File: config.mk
export PLATFORM = sky130hd
export DESIGN_NAME = sha256_stream_hasher
export DESIGN_NICKNAME = d
export VERILOG_FILES = /design/src/rtl/sha256_pkg.sv /design/src/rtl/sha256_core.sv /design/src/rtl/sha256_stream_hasher.sv
export SDC_FILE = /design/constraint.sdc
export NUM_CORES = 2
export LEC_CHECK = 0
export BUFFER_PORTS_ARGS = -buffer_cell sky130_fd_sc_hd__buf_2
export CAP_MARGIN = 20
export CELL_PAD_IN_SITES_DETAIL_PLACEMENT = 1
export CELL_PAD_IN_SITES_GLOBAL_PLACEMENT = 1
export CORE_MARGIN = 1.5
export CORE_UTILIZATION = 52
export CTS_CLUSTER_DIAMETER = 120
export DETAILED_ROUTE_END_ITERATION = 8
export HOLD_SLACK_MARGIN = 0.02
export PLACE_DENSITY_LB_ADDON = 0.08
export SLEW_MARGIN = 20
export SYNTH_ARGS = -nofsm -noshare
export SYNTH_HDL_FRONTEND = slang
export SYNTH_HIERARCHICAL = 1
export SYNTH_SLANG_ARGS = --single-unit
File: constraint.sdc
create_clock -name clock -period 18.3 [get_ports clock]
set_input_delay 0.915 -clock clock [delete_from_list [all_inputs] [get_ports clock]]
set_output_delay 0.915 -clock clock [all_outputs]
set_load 0.02 [all_outputs]
File: src/rtl/sha256_pkg.sv
// SHA-256 stream hasher: shared types, round constants and initial hash words.
// No dependencies; imported by sha256_core and sha256_stream_hasher.
`timescale 1ns / 1ps
`default_nettype none

package sha256_pkg;

   typedef struct packed {
      logic [7:0] data_byte;
      logic       byte_valid;
      logic       last;
   } sha256_req_type;

   typedef struct packed {
      logic [63:0] digest_part;
      logic        digest_last;
   } sha256_rsp_type;

   // Commands from the sequencer to the compression core
   typedef struct packed {
      logic       init;
      logic       push;
      logic [7:0] push_byte;
      logic       start;
   } sha256_cmd_type;

   localparam logic [7:0] PAD_BYTE  = 8'h80;
   localparam logic [5:0] LEN_POS   = 6'd56;
   localparam logic [5:0] FILL_LAST = 6'd63;
   localparam logic [2:0] OUT_BEATS = 3'd4;

   localparam logic [31:0] START_WORDS [8] = '{
      32'h6a09e667, 32'hbb67ae85, 32'h3c6ef372, 32'ha54ff53a,
      32'h510e527f, 32'h9b05688c, 32'h1f83d9ab, 32'h5be0cd19};

   localparam logic [31:0] ROUND_K [64] = '{
      32'h428a2f98, 32'h71374491, 32'hb5c0fbcf, 32'he9b5dba5,
      32'h3956c25b, 32'h59f111f1, 32'h923f82a4, 32'hab1c5ed5,
      32'hd807aa98, 32'h12835b01, 32'h243185be, 32'h550c7dc3,
      32'h72be5d74, 32'h80deb1fe, 32'h9bdc06a7, 32'hc19bf174,
      32'he49b69c1, 32'hefbe4786, 32'h0fc19dc6, 32'h240ca1cc,
      32'h2de92c6f, 32'h4a7484aa, 32'h5cb0a9dc, 32'h76f988da,
      32'h983e5152, 32'ha831c66d, 32'hb00327c8, 32'hbf597fc7,
      32'hc6e00bf3, 32'hd5a79147, 32'h06ca6351, 32'h14292967,
      32'h27b70a85, 32'h2e1b2138, 32'h4d2c6dfc, 32'h53380d13,
      32'h650a7354, 32'h766a0abb, 32'h81c2c92e, 32'h92722c85,
      32'ha2bfe8a1, 32'ha81a664b, 32'hc24b8b70, 32'hc76c51a3,
      32'hd192e819, 32'hd6990624, 32'hf40e3585, 32'h106aa070,
      32'h19a4c116, 32'h1e376c08, 32'h2748774c, 32'h34b0bcb5,
      32'h391c0cb3, 32'h4ed8aa4a, 32'h5b9cca4f, 32'h682e6ff3,
      32'h748f82ee, 32'h78a5636f, 32'h84c87814, 32'h8cc70208,
      32'h90befffa, 32'ha4506ceb, 32'hbef9a3f7, 32'hc67178f2};

endpackage

`default_nettype wire

File: src/rtl/sha256_core.sv
// SHA-256 compression core: 512-bit block shift register doubling as the
// message schedule, one shared round unit, chaining value. Uses sha256_pkg.
`timescale 1ns / 1ps
`default_nettype none

module sha256_core
   import sha256_pkg::*;
(
   input  wire logic           clock,
   input  wire logic           reset,
   input  wire sha256_cmd_type cmd,
   output logic                busy,
   output logic [255:0]        digest
);

   typedef enum logic [1:0] {
      CS_IDLE,
      CS_ROUND,
      CS_ADD
   } core_state_type;

   function automatic logic [31:0] big_sigma0(input logic [31:0] x);
      return {x[1:0], x[31:2]} ^ {x[12:0], x[31:13]} ^ {x[21:0], x[31:22]};
   endfunction

   function automatic logic [31:0] big_sigma1(input logic [31:0] x);
      return {x[5:0], x[31:6]} ^ {x[10:0], x[31:11]} ^ {x[24:0], x[31:25]};
   endfunction

   function automatic logic [31:0] small_sigma0(input logic [31:0] x);
      return {x[6:0], x[31:7]} ^ {x[17:0], x[31:18]} ^ (x >> 3);
   endfunction

   function automatic logic [31:0] small_sigma1(input logic [31:0] x);
      return {x[16:0], x[31:17]} ^ {x[18:0], x[31:19]} ^ (x >> 10);
   endfunction

   core_state_type state_ff;
   logic [5:0]     round_ff;
   logic [31:0]    h_ff [8];
   logic [31:0]    wv_ff [8];
   logic [511:0]   blk_ff;

   logic [31:0]    w_new;
   logic [31:0]    t1;
   logic [31:0]    t2;

   assign busy = (state_ff != CS_IDLE);

   always_comb begin
      for (int i = 0; i < 8; i++) begin
         digest[255 - 32 * i -: 32] = h_ff[i];
      end
   end

   // schedule word 0 sits at the top of the block register
   assign w_new = blk_ff[511:480] + small_sigma0(blk_ff[479:448])
                + blk_ff[223:192] + small_sigma1(blk_ff[63:32]);

   assign t1 = wv_ff[7] + big_sigma1(wv_ff[4])
             + ((wv_ff[4] & wv_ff[5]) ^ (~wv_ff[4] & wv_ff[6]))
             + ROUND_K[round_ff] + blk_ff[511:480];
   assign t2 = big_sigma0(wv_ff[0])
             + ((wv_ff[0] & wv_ff[1]) ^ (wv_ff[0] & wv_ff[2]) ^ (wv_ff[1] & wv_ff[2]));

   always_ff @(posedge clock) begin
      if (reset) begin
         state_ff <= CS_IDLE;
         round_ff <= '0;
         for (int i = 0; i < 8; i++) begin
            h_ff[i] <= START_WORDS[i];
         end
      end else begin
         case (state_ff)
            CS_IDLE: begin
               if (cmd.init) begin
                  for (int i = 0; i < 8; i++) begin
                     h_ff[i] <= START_WORDS[i];
                  end
               end
               if (cmd.start) begin
                  round_ff <= '0;
                  state_ff <= CS_ROUND;
               end
            end
            CS_ROUND: begin
               round_ff <= round_ff + 6'd1;
               if (round_ff == FILL_LAST) begin
                  state_ff <= CS_ADD;
               end
            end
            CS_ADD: begin
               for (int i = 0; i < 8; i++) begin
                  h_ff[i] <= h_ff[i] + wv_ff[i];
               end
               state_ff <= CS_IDLE;
            end
            default: begin
               state_ff <= CS_IDLE;
            end
         endcase
      end
   end

   always_ff @(posedge clock) begin
      if (cmd.push) begin
         blk_ff <= {blk_ff[503:0], cmd.push_byte};
      end else if (state_ff == CS_ROUND) begin
         blk_ff <= {blk_ff[479:0], w_new};
      end
      if (cmd.start) begin
         for (int i = 0; i < 8; i++) begin
            wv_ff[i] <= h_ff[i];
         end
      end else if (state_ff == CS_ROUND) begin
         wv_ff[0] <= t1 + t2;
         wv_ff[1] <= wv_ff[0];
         wv_ff[2] <= wv_ff[1];
         wv_ff[3] <= wv_ff[2];
         wv_ff[4] <= wv_ff[3] + t1;
         wv_ff[5] <= wv_ff[4];
         wv_ff[6] <= wv_ff[5];
         wv_ff[7] <= wv_ff[6];
      end
   end

endmodule

`default_nettype wire

File: src/rtl/sha256_stream_hasher.sv
// SHA-256 stream hasher top level: byte intake, padding sequencer, digest output.
// Depends on sha256_pkg and sha256_core.
//
//   channel  dir  handshake             payload
//   req      in   req_valid/req_ready   sha256_req_type: data_byte, byte_valid, last
//   rsp      out  rsp_valid/rsp_ready   sha256_rsp_type: digest_part, digest_last
//
// A beat that fills the 64-byte block starts a compression (the 64 rounds of the single
// round unit, then the chaining add), and intake waits until the core hands back.
// A last beat adds the padding bytes (9 to 72), one or two compressions and the load
// of the digest register.
// The four digest beats drain from their own register while the next message is taken
// in; a later last beat waits in the load step until they are gone. Reset is synchronous.
`timescale 1ns / 1ps
`default_nettype none

module sha256_stream_hasher
   import sha256_pkg::*;
(
   input  wire logic           clock,
   input  wire logic           reset,
   input  wire logic           req_valid,
   output logic                req_ready,
   input  wire sha256_req_type req_data,
   output logic                rsp_valid,
   input  wire logic           rsp_ready,
   output sha256_rsp_type      rsp_data
);

   typedef enum logic [1:0] {
      ST_IDLE,
      ST_COMP,
      ST_PAD,
      ST_DONE
   } state_type;

   typedef enum logic [1:0] {
      PS_MARK,
      PS_ZERO,
      PS_LEN
   } pad_type;

   state_type      state_ff, state_in;
   pad_type        pad_ff, pad_in;
   logic           fin_ff, fin_in;
   logic [5:0]     fill_ff, fill_in;
   logic [60:0]    msg_ff, msg_in;
   logic [2:0]     cnt_ff, cnt_in;
   logic [255:0]   dig_ff, dig_in;

   sha256_cmd_type cmd;
   logic           core_busy;
   logic [255:0]   core_digest;
   logic [5:0]     fill_inc;
   logic [63:0]    len_word;
   logic [7:0]     pad_byte;

   sha256_core u_core (
      .clock  (clock),
      .reset  (reset),
      .cmd    (cmd),
      .busy   (core_busy),
      .digest (core_digest)
   );

   assign req_ready            = (state_ff == ST_IDLE);
   assign rsp_valid            = (cnt_ff != 3'd0);
   assign rsp_data.digest_part = dig_ff[255:192];
   assign rsp_data.digest_last = (cnt_ff == 3'd1);

   assign fill_inc = fill_ff + 6'd1;
   // length bytes go out big-endian as fill runs from 56 to 63
   assign len_word = {msg_ff, 3'b000} << {fill_ff[2:0], 3'b000};

   always_comb begin
      case (pad_ff)
         PS_MARK: pad_byte = PAD_BYTE;
         PS_LEN:  pad_byte = len_word[63:56];
         default: pad_byte = 8'h00;
      endcase
   end

   always_comb begin
      state_in = state_ff;
      pad_in   = pad_ff;
      fin_in   = fin_ff;
      fill_in  = fill_ff;
      msg_in   = msg_ff;
      cnt_in   = cnt_ff;
      dig_in   = dig_ff;
      cmd      = '0;

      if (rsp_valid && rsp_ready) begin
         dig_in = {dig_ff[191:0], 64'd0};
         cnt_in = cnt_ff - 3'd1;
      end

      case (state_ff)
         ST_IDLE: begin
            if (req_valid) begin
               fin_in = req_data.last;
               pad_in = PS_MARK;
               if (req_data.byte_valid) begin
                  cmd.push      = 1'b1;
                  cmd.push_byte = req_data.data_byte;
                  fill_in       = fill_inc;
                  msg_in        = msg_ff + 61'd1;
                  if (fill_ff == FILL_LAST) begin
                     cmd.start = 1'b1;
                     state_in  = ST_COMP;
                  end else if (req_data.last) begin
                     state_in = ST_PAD;
                  end
               end else if (req_data.last) begin
                  state_in = ST_PAD;
               end
            end
         end
         ST_PAD: begin
            cmd.push      = 1'b1;
            cmd.push_byte = pad_byte;
            fill_in       = fill_inc;
            if (pad_ff == PS_LEN || fill_inc == LEN_POS) begin
               pad_in = PS_LEN;
            end else begin
               pad_in = PS_ZERO;
            end
            if (fill_ff == FILL_LAST) begin
               cmd.start = 1'b1;
               state_in  = ST_COMP;
            end
         end
         ST_COMP: begin
            if (!core_busy) begin
               if (!fin_ff) begin
                  state_in = ST_IDLE;
               end else if (pad_ff == PS_LEN) begin
                  state_in = ST_DONE;
               end else begin
                  state_in = ST_PAD;
               end
            end
         end
         ST_DONE: begin
            if (cnt_ff == 3'd0) begin
               dig_in   = core_digest;
               cnt_in   = OUT_BEATS;
               cmd.init = 1'b1;
               msg_in   = '0;
               fill_in  = '0;
               fin_in   = 1'b0;
               state_in = ST_IDLE;
            end
         end
         default: begin
            state_in = ST_IDLE;
         end
      endcase
   end

   always_ff @(posedge clock) begin
      if (reset) begin
         state_ff <= ST_IDLE;
         pad_ff   <= PS_MARK;
         fin_ff   <= 1'b0;
         fill_ff  <= '0;
         msg_ff   <= '0;
         cnt_ff   <= '0;
      end else begin
         state_ff <= state_in;
         pad_ff   <= pad_in;
         fin_ff   <= fin_in;
         fill_ff  <= fill_in;
         msg_ff   <= msg_in;
         cnt_ff   <= cnt_in;
      end
      dig_ff <= dig_in;
   end

endmodule

`default_nettype wire

# Word-level counts from Yosys, hierarchy flattened
# Memory sizes are Yosys's and may differ from the RTL's.
# Cells that the tools add are included.
[word_totals]
regBits = 851
latchBits = 0
ram_bits = 512
romBits = 2048
input_bits = 14
out_inout_bits = 67
elab_cells = 200
memories = 3
[memory_table]
columns = ["name", "words", "word_bits", "rd", "rd_clocked_by_memory_dff", "wr", "line_no", "source"]
rows = [
  ["(name not given)", 64, 32, 1, 0, 0, "sha256_core.sv:62", "+ ROUND_K[round_ff] + blk_ff[511:480];"],
  ["u_core.h_ff", 8, 32, 8, 0, 8, "sha256_core.sv:40", "logic [31:0] h_ff [8];"],
  ["u_core.wv_ff", 8, 32, 8, 0, 8, "sha256_core.sv:41", "logic [31:0] wv_ff [8];"],
]
[classes]
add_sub_neg = 22
n_mul = 0
div_mod_pow = 0
n_lt_le_gt_ge = 1
n_eq_ne = 17
n_shift = 1
muxes = 84
bitwise = 42
n_reduce_logical = 20
[op_table]
columns = ["operator", "n"]
rows = [
  ["two-way mux 512 bit", 2],
  ["two-way mux 32 bit", 26],
  ["two-way mux 256 bit", 3],
  ["adder 32 bit", 18],
  ["XOR 32 bit", 9],
  ["two-way mux 61 bit", 3],
  ["bitwise AND 32 bit", 5],
  ["one-hot mux 61 bit (2 select lines)", 1],
  ["left shift 64 x 6 -> 64 bit", 1],
  ["adder 61 x 1 -> 61 bit, second input constant", 1],
  ["inverter 32 bit", 1],
  ["XOR 32 x 22 -> 32 bit", 1],
  ["XOR 32 x 29 -> 32 bit", 1],
  ["two-way mux 2 bit", 12],
  ["two-way mux 6 bit", 4],
  ["OR 1 bit", 24],
  ["two-way mux 1 bit", 20],
  ["two-way mux 10 bit", 2],
  ["one-hot mux 10 bit (2 select lines)", 1],
  ["== test 6 bit, second input constant", 3],
  ["one-hot mux 6 bit (3 select lines)", 1],
  ["one-hot mux 8 bit (2 select lines)", 1],
  ["adder 6 x 1 -> 6 bit, second input constant", 2],
  ["one-hot mux 6 bit (2 select lines)", 1],
  ["other kinds (21)", 44],
]

# Longest topological paths before layout
[depth]
word_depth = 9
depth_mapped = 37
ltp_nobuf = 35

# By module
# Netlist, hierarchy kept.
[modules_own_cells]
columns = ["module", "n_inst", "cells_each", "area_per_inst_um2", "seq_area_each_um2"]
rows = [
  ["sha256_core", 1, 6354, 68837.3, 30589.3],
  ["sha256_stream_hasher", 1, 1510, 13487.9, 6626.4],
]

# Worst setup path after synthesis
# Ideal clock, no wire load.
[synth_timing]
path_kind = "input port to flip-flop"
startpoint = "input req_valid"
endpoint = "register u_core.blk_ff[0], enable pin"
setup_time_ns = 0.970
t_arrival_ns = 14.738
t_required_ns = 17.330
slack_ns = 2.591
path_stages = 9
n_path_buf = 4
cell_sequence = "nor3b_1 > nand2_1 > and2_1 > clkbuf_1 > inv_1 > clkbuf_1 > clkbuf_1 > clkbuf_1 > nand2b_1"
[synth_rtl]
columns = ["item", "line_no", "source"]
rows = [
  ["from (decl)", "sha256_stream_hasher.sv:22", "input wire logic req_valid,"],
  ["to (signal assigned)", "sha256_core.sv:107", "blk_ff <= {blk_ff[503:0], cmd.push_byte};"],
  ["to (signal assigned)", "sha256_core.sv:109", "blk_ff <= {blk_ff[479:0], w_new};"],
  ["to (decl)", "sha256_core.sv:42", "logic [511:0] blk_ff;"],
]

==> results.sh <==
export IMPL_post_drt_wl_per_cell_um=28.2
export IMPL_fmax_mhz=103
export IMPL_synth_commonest_cells="1265 x nand2_1, 992 x edfxtp_1, 540 x mux2_2, 395 x ha_1"
export IMPL_rrSetupSlack_ns=8.59
export IMPL_fin_cells=9933
export IMPL_setup_tns_ns=0
export IMPL_dr_total_vias=61500
export IMPL_post_cts_resized=0
export IMPL_outcome="completed"
export IMPL_p_total_w=0.0108
export IMPL_min_to="state_ff[1]"
export IMPL_postRouteAntennaNets=0
export IMPL_worst_slew_pin_slew_ns=1.25
export IMPL_hold_viol_final=0
export IMPL_yosys_warnings=6
export IMPL_track_usage_pct=34.4
export IMPL_ir_drop_mv=0.164
export IMPL_clk_insertion_delay_late_ns=0.81
export IMPL_final_nets=8346
export IMPL_netlist_area_sq_um=82300
export IMPL_slew_headroom_pct=17.0
export IMPL_fin_worst_skew_ns=0.0453
export IMPL_critical_path_startpoint_type="flip-flop"
export IMPL_synth_top_cell_area_share_pct=36.2
export IMPL_r2r_cells=32
export IMPL_grt_pass1_wl_mm=416
export IMPL_cp_common_cell="fa_1"
export IMPL_dp_cells=9643
export IMPL_cpPeakStageDelay_ns=0.81
export IMPL_clk_pin_slew_ns=0.06
export IMPL_dp_hpwl_mm=206
export IMPL_holdWs_ns=0.405
export IMPL_syn_inst=7864
export IMPL_grt_pass1_vias=64100
export IMPL_fin_ws_ns=8.59
export IMPL_ys_top_cells_by_area="edfxtp_1 36%, dfxtp_1 9.0%, mux2_2 7.4%, ha_1 6.0%, nand2_1 5.8%"
export IMPL_cap_viol_max_count=0
export IMPL_post_cts_buffers=0
export IMPL_power_density_nw_per_um2=121
export IMPL_drtIter0Drc=4927
export IMPL_cts_sinks=1363
export IMPL_synth_seq_cells=1363
export IMPL_rr_endpoint="u_core/wv_ff[0][31]"
export IMPL_drive_gt1_share_pct=13.2
export IMPL_finalCriticalPeriod_ns=9.71
export IMPL_grt_ovfl_total=0
export IMPL_numPortBuffers=80
export IMPL_synthFlopType="edfxtp_1"
export IMPL_cts_root_buf="clkbuf_16"
export IMPL_whs_path_depth=3
export IMPL_cts_path_max_buffers=3
export IMPL_synth_top_area_cell="edfxtp_1"
export IMPL_synth_async_reset_ratio_pct=0
export IMPL_yosysSeqAreaShare_pct=45.2
export IMPL_hp_class="in -> reg"
export IMPL_setup_violations=0
export IMPL_tritoncts="done"
export IMPL_grt_max_degree=193
export IMPL_cp_end_kind="flip-flop"
export IMPL_cp_max_fo=21
export IMPL_routed_via_density=6.20
export IMPL_crit_type="reg -> reg"
export IMPL_firstDrtPassIters=5
export IMPL_holdBufCountCts=0
export IMPL_h_tree_depth=4
export IMPL_dieHeight_um=401
export IMPL_synth_most_common_cell="nand2_1"
export IMPL_syn_area_per_cell_sq_um=10.5
export IMPL_cp_required_ns=18.81
export IMPL_routed_wl_mm=280
export IMPL_synth_edff_count=992
export IMPL_min_period_over_period_pct=53.1
export IMPL_p_leak_nw=34.8
export IMPL_initial_core_util_pct=52.5
export IMPL_area_delta_synth_final_pct=8.55
export IMPL_gp_congestion=0.978
export IMPL_crit_slowest_cell="ha_1"
export IMPL_slew_violations=0
export IMPL_worstPathArrival_ns=10.23
export IMPL_dpl_worst_slack_ns=8.65
export IMPL_rows=145
export IMPL_rsz0062_at_grt="no"
export IMPL_yosysUniqueCellTypes=104
export IMPL_antenna_found_initial=1
export IMPL_die_area_sq_um=161000
export IMPL_hold_start="req_data[0]"
export IMPL_num_io_pins=81
export IMPL_core_area_sq_um=157000
export IMPL_drc_errors=0
export IMPL_dieWidth_um=401
export IMPL_cts_inserted_buffers=155
export IMPL_syn_nets=8468
export IMPL_r2r_start="u_core/round_ff[1]"
[flip-flops by register name, summed over array words and instances, names as in the netlist]
signal           cells
cnt_ff               3
dig_ff             256
fill_ff              6
fin_ff               1
msg_ff              61
pad_ff               2
state_ff             2
u_core/blk_ff      512
u_core/h_ff        256
u_core/round_ff      6
u_core/state_ff      2
u_core/wv_ff       256
[layer usage]
| layer | wire [um] | track usage, % | vias up | share of wire, % |
|---|---|---|---|---|
| met5 | 0 | 0 | - | 0 |
| met2 | 136000 | 58.2 | 1867 | 49 |
| li1 | - | - | 27800 | - |
| met1 | 112000 | 42.4 | 31300 | 40 |
| met3 | 14200 | 4.55 | 579 | 5.1 |
| met4 | 17800 | 19.4 | 0 | 6.3 |
[worst max-delay path, delay by kind of cell (launching register included)]
| family | cells | cell delay (ns) |
|---|---|---|
| AND/OR/NAND/NOR | 3 | 0.65 |
| buffers and inverters | 3 | 0.55 |
| flip-flops | 1 | 0.30 |
| AO/OA/AOI/OAI | 16 | 3.98 |
| adder cells (fa/ha/maj) | 7 | 3.39 |
| XOR/XNOR | 3 | 0.56 |
[cells in the final DEF (no fill, tap or decap), types with 96 or more instances in the layout]
cell,n
nand2_1,1261
edfxtp_1,992
mux2_2,540
ha_1,395
o21ai_0,383
nor2_1,380
dfxtp_1,368
inv_1,360
a21oi_1,354
xnor2_1,346
xor2_1,241
a22oi_1,201
fa_1,195
a21o_1,168
clkbuf_16,157
nand3_1,119
nor3_1,96
[through the flow]
| step | utilization (%) | area [sq um] |
|---|---|---|
| floorplan | - | 82300 |
| CTS | 57.0 | 89400 |
| detailed placement | 53.7 | 84200 |
| global placement | 53.7 | 84200 |
| global route | 57.0 | 89400 |
| finish | 57.0 | 89400 |
[cells by family (layout without fill, tap and decap cells)]
kind of cell             count (synthesis)  in the layout  synth area share (%)
buffers and inverters                  817            827                  4.05
AND/OR/NAND/NOR                       2267           2267                  12.2
adder cells (fa/ha/maj)                621            621                  11.1
multiplexers                           596            596                  8.39
XOR/XNOR                               587            587                  6.24
flip-flops                            1363           1363                  45.2
AO/OA/AOI/OAI                         1613           1613                  12.8
other                                    0              1                     0
[how the worst max path moves through the flow]
stage,from,end,slack [ns],depth (start not counted)
2_1_floorplan,req_valid,u_core/blk_ff[0],2.59,9
3_3_place_gp,u_core/round_ff[1],u_core/wv_ff[0][31],8.77,32
3_5_place_dp,u_core/round_ff[1],u_core/wv_ff[0][31],8.65,32
4_1_cts,u_core/round_ff[1],u_core/wv_ff[0][31],8.63,32
5_1_grt,u_core/round_ff[1],u_core/wv_ff[0][31],8.21,32
6_report,u_core/round_ff[1],u_core/wv_ff[0][31],8.59,32
[report_power, final]
part / leakage, nW / switching (W) / internal [W]
clock network: 2.48 / 0.00135 / 0.00182
logic: 20.3 / 0.00235 / 0.00148
registers: 12.1 / 0.000197 / 0.00363
total: 34.8 / 0.00389 / 0.00693
[layout make-up]
class / count / area (sq um)
clock inverters: 66 / 841
repair buffers: 173 / 1170
fillers: 16700 / 67400
flip-flops and latches: 1363 / 37200
multi-input cells: 5684 / 41900
inverters: 365 / 1390
clock buffers: 223 / 4280
diodes: 1 / 2.50
well taps: 2058 / 2570
No activity file was read; power rests on OpenSTA's default activity.
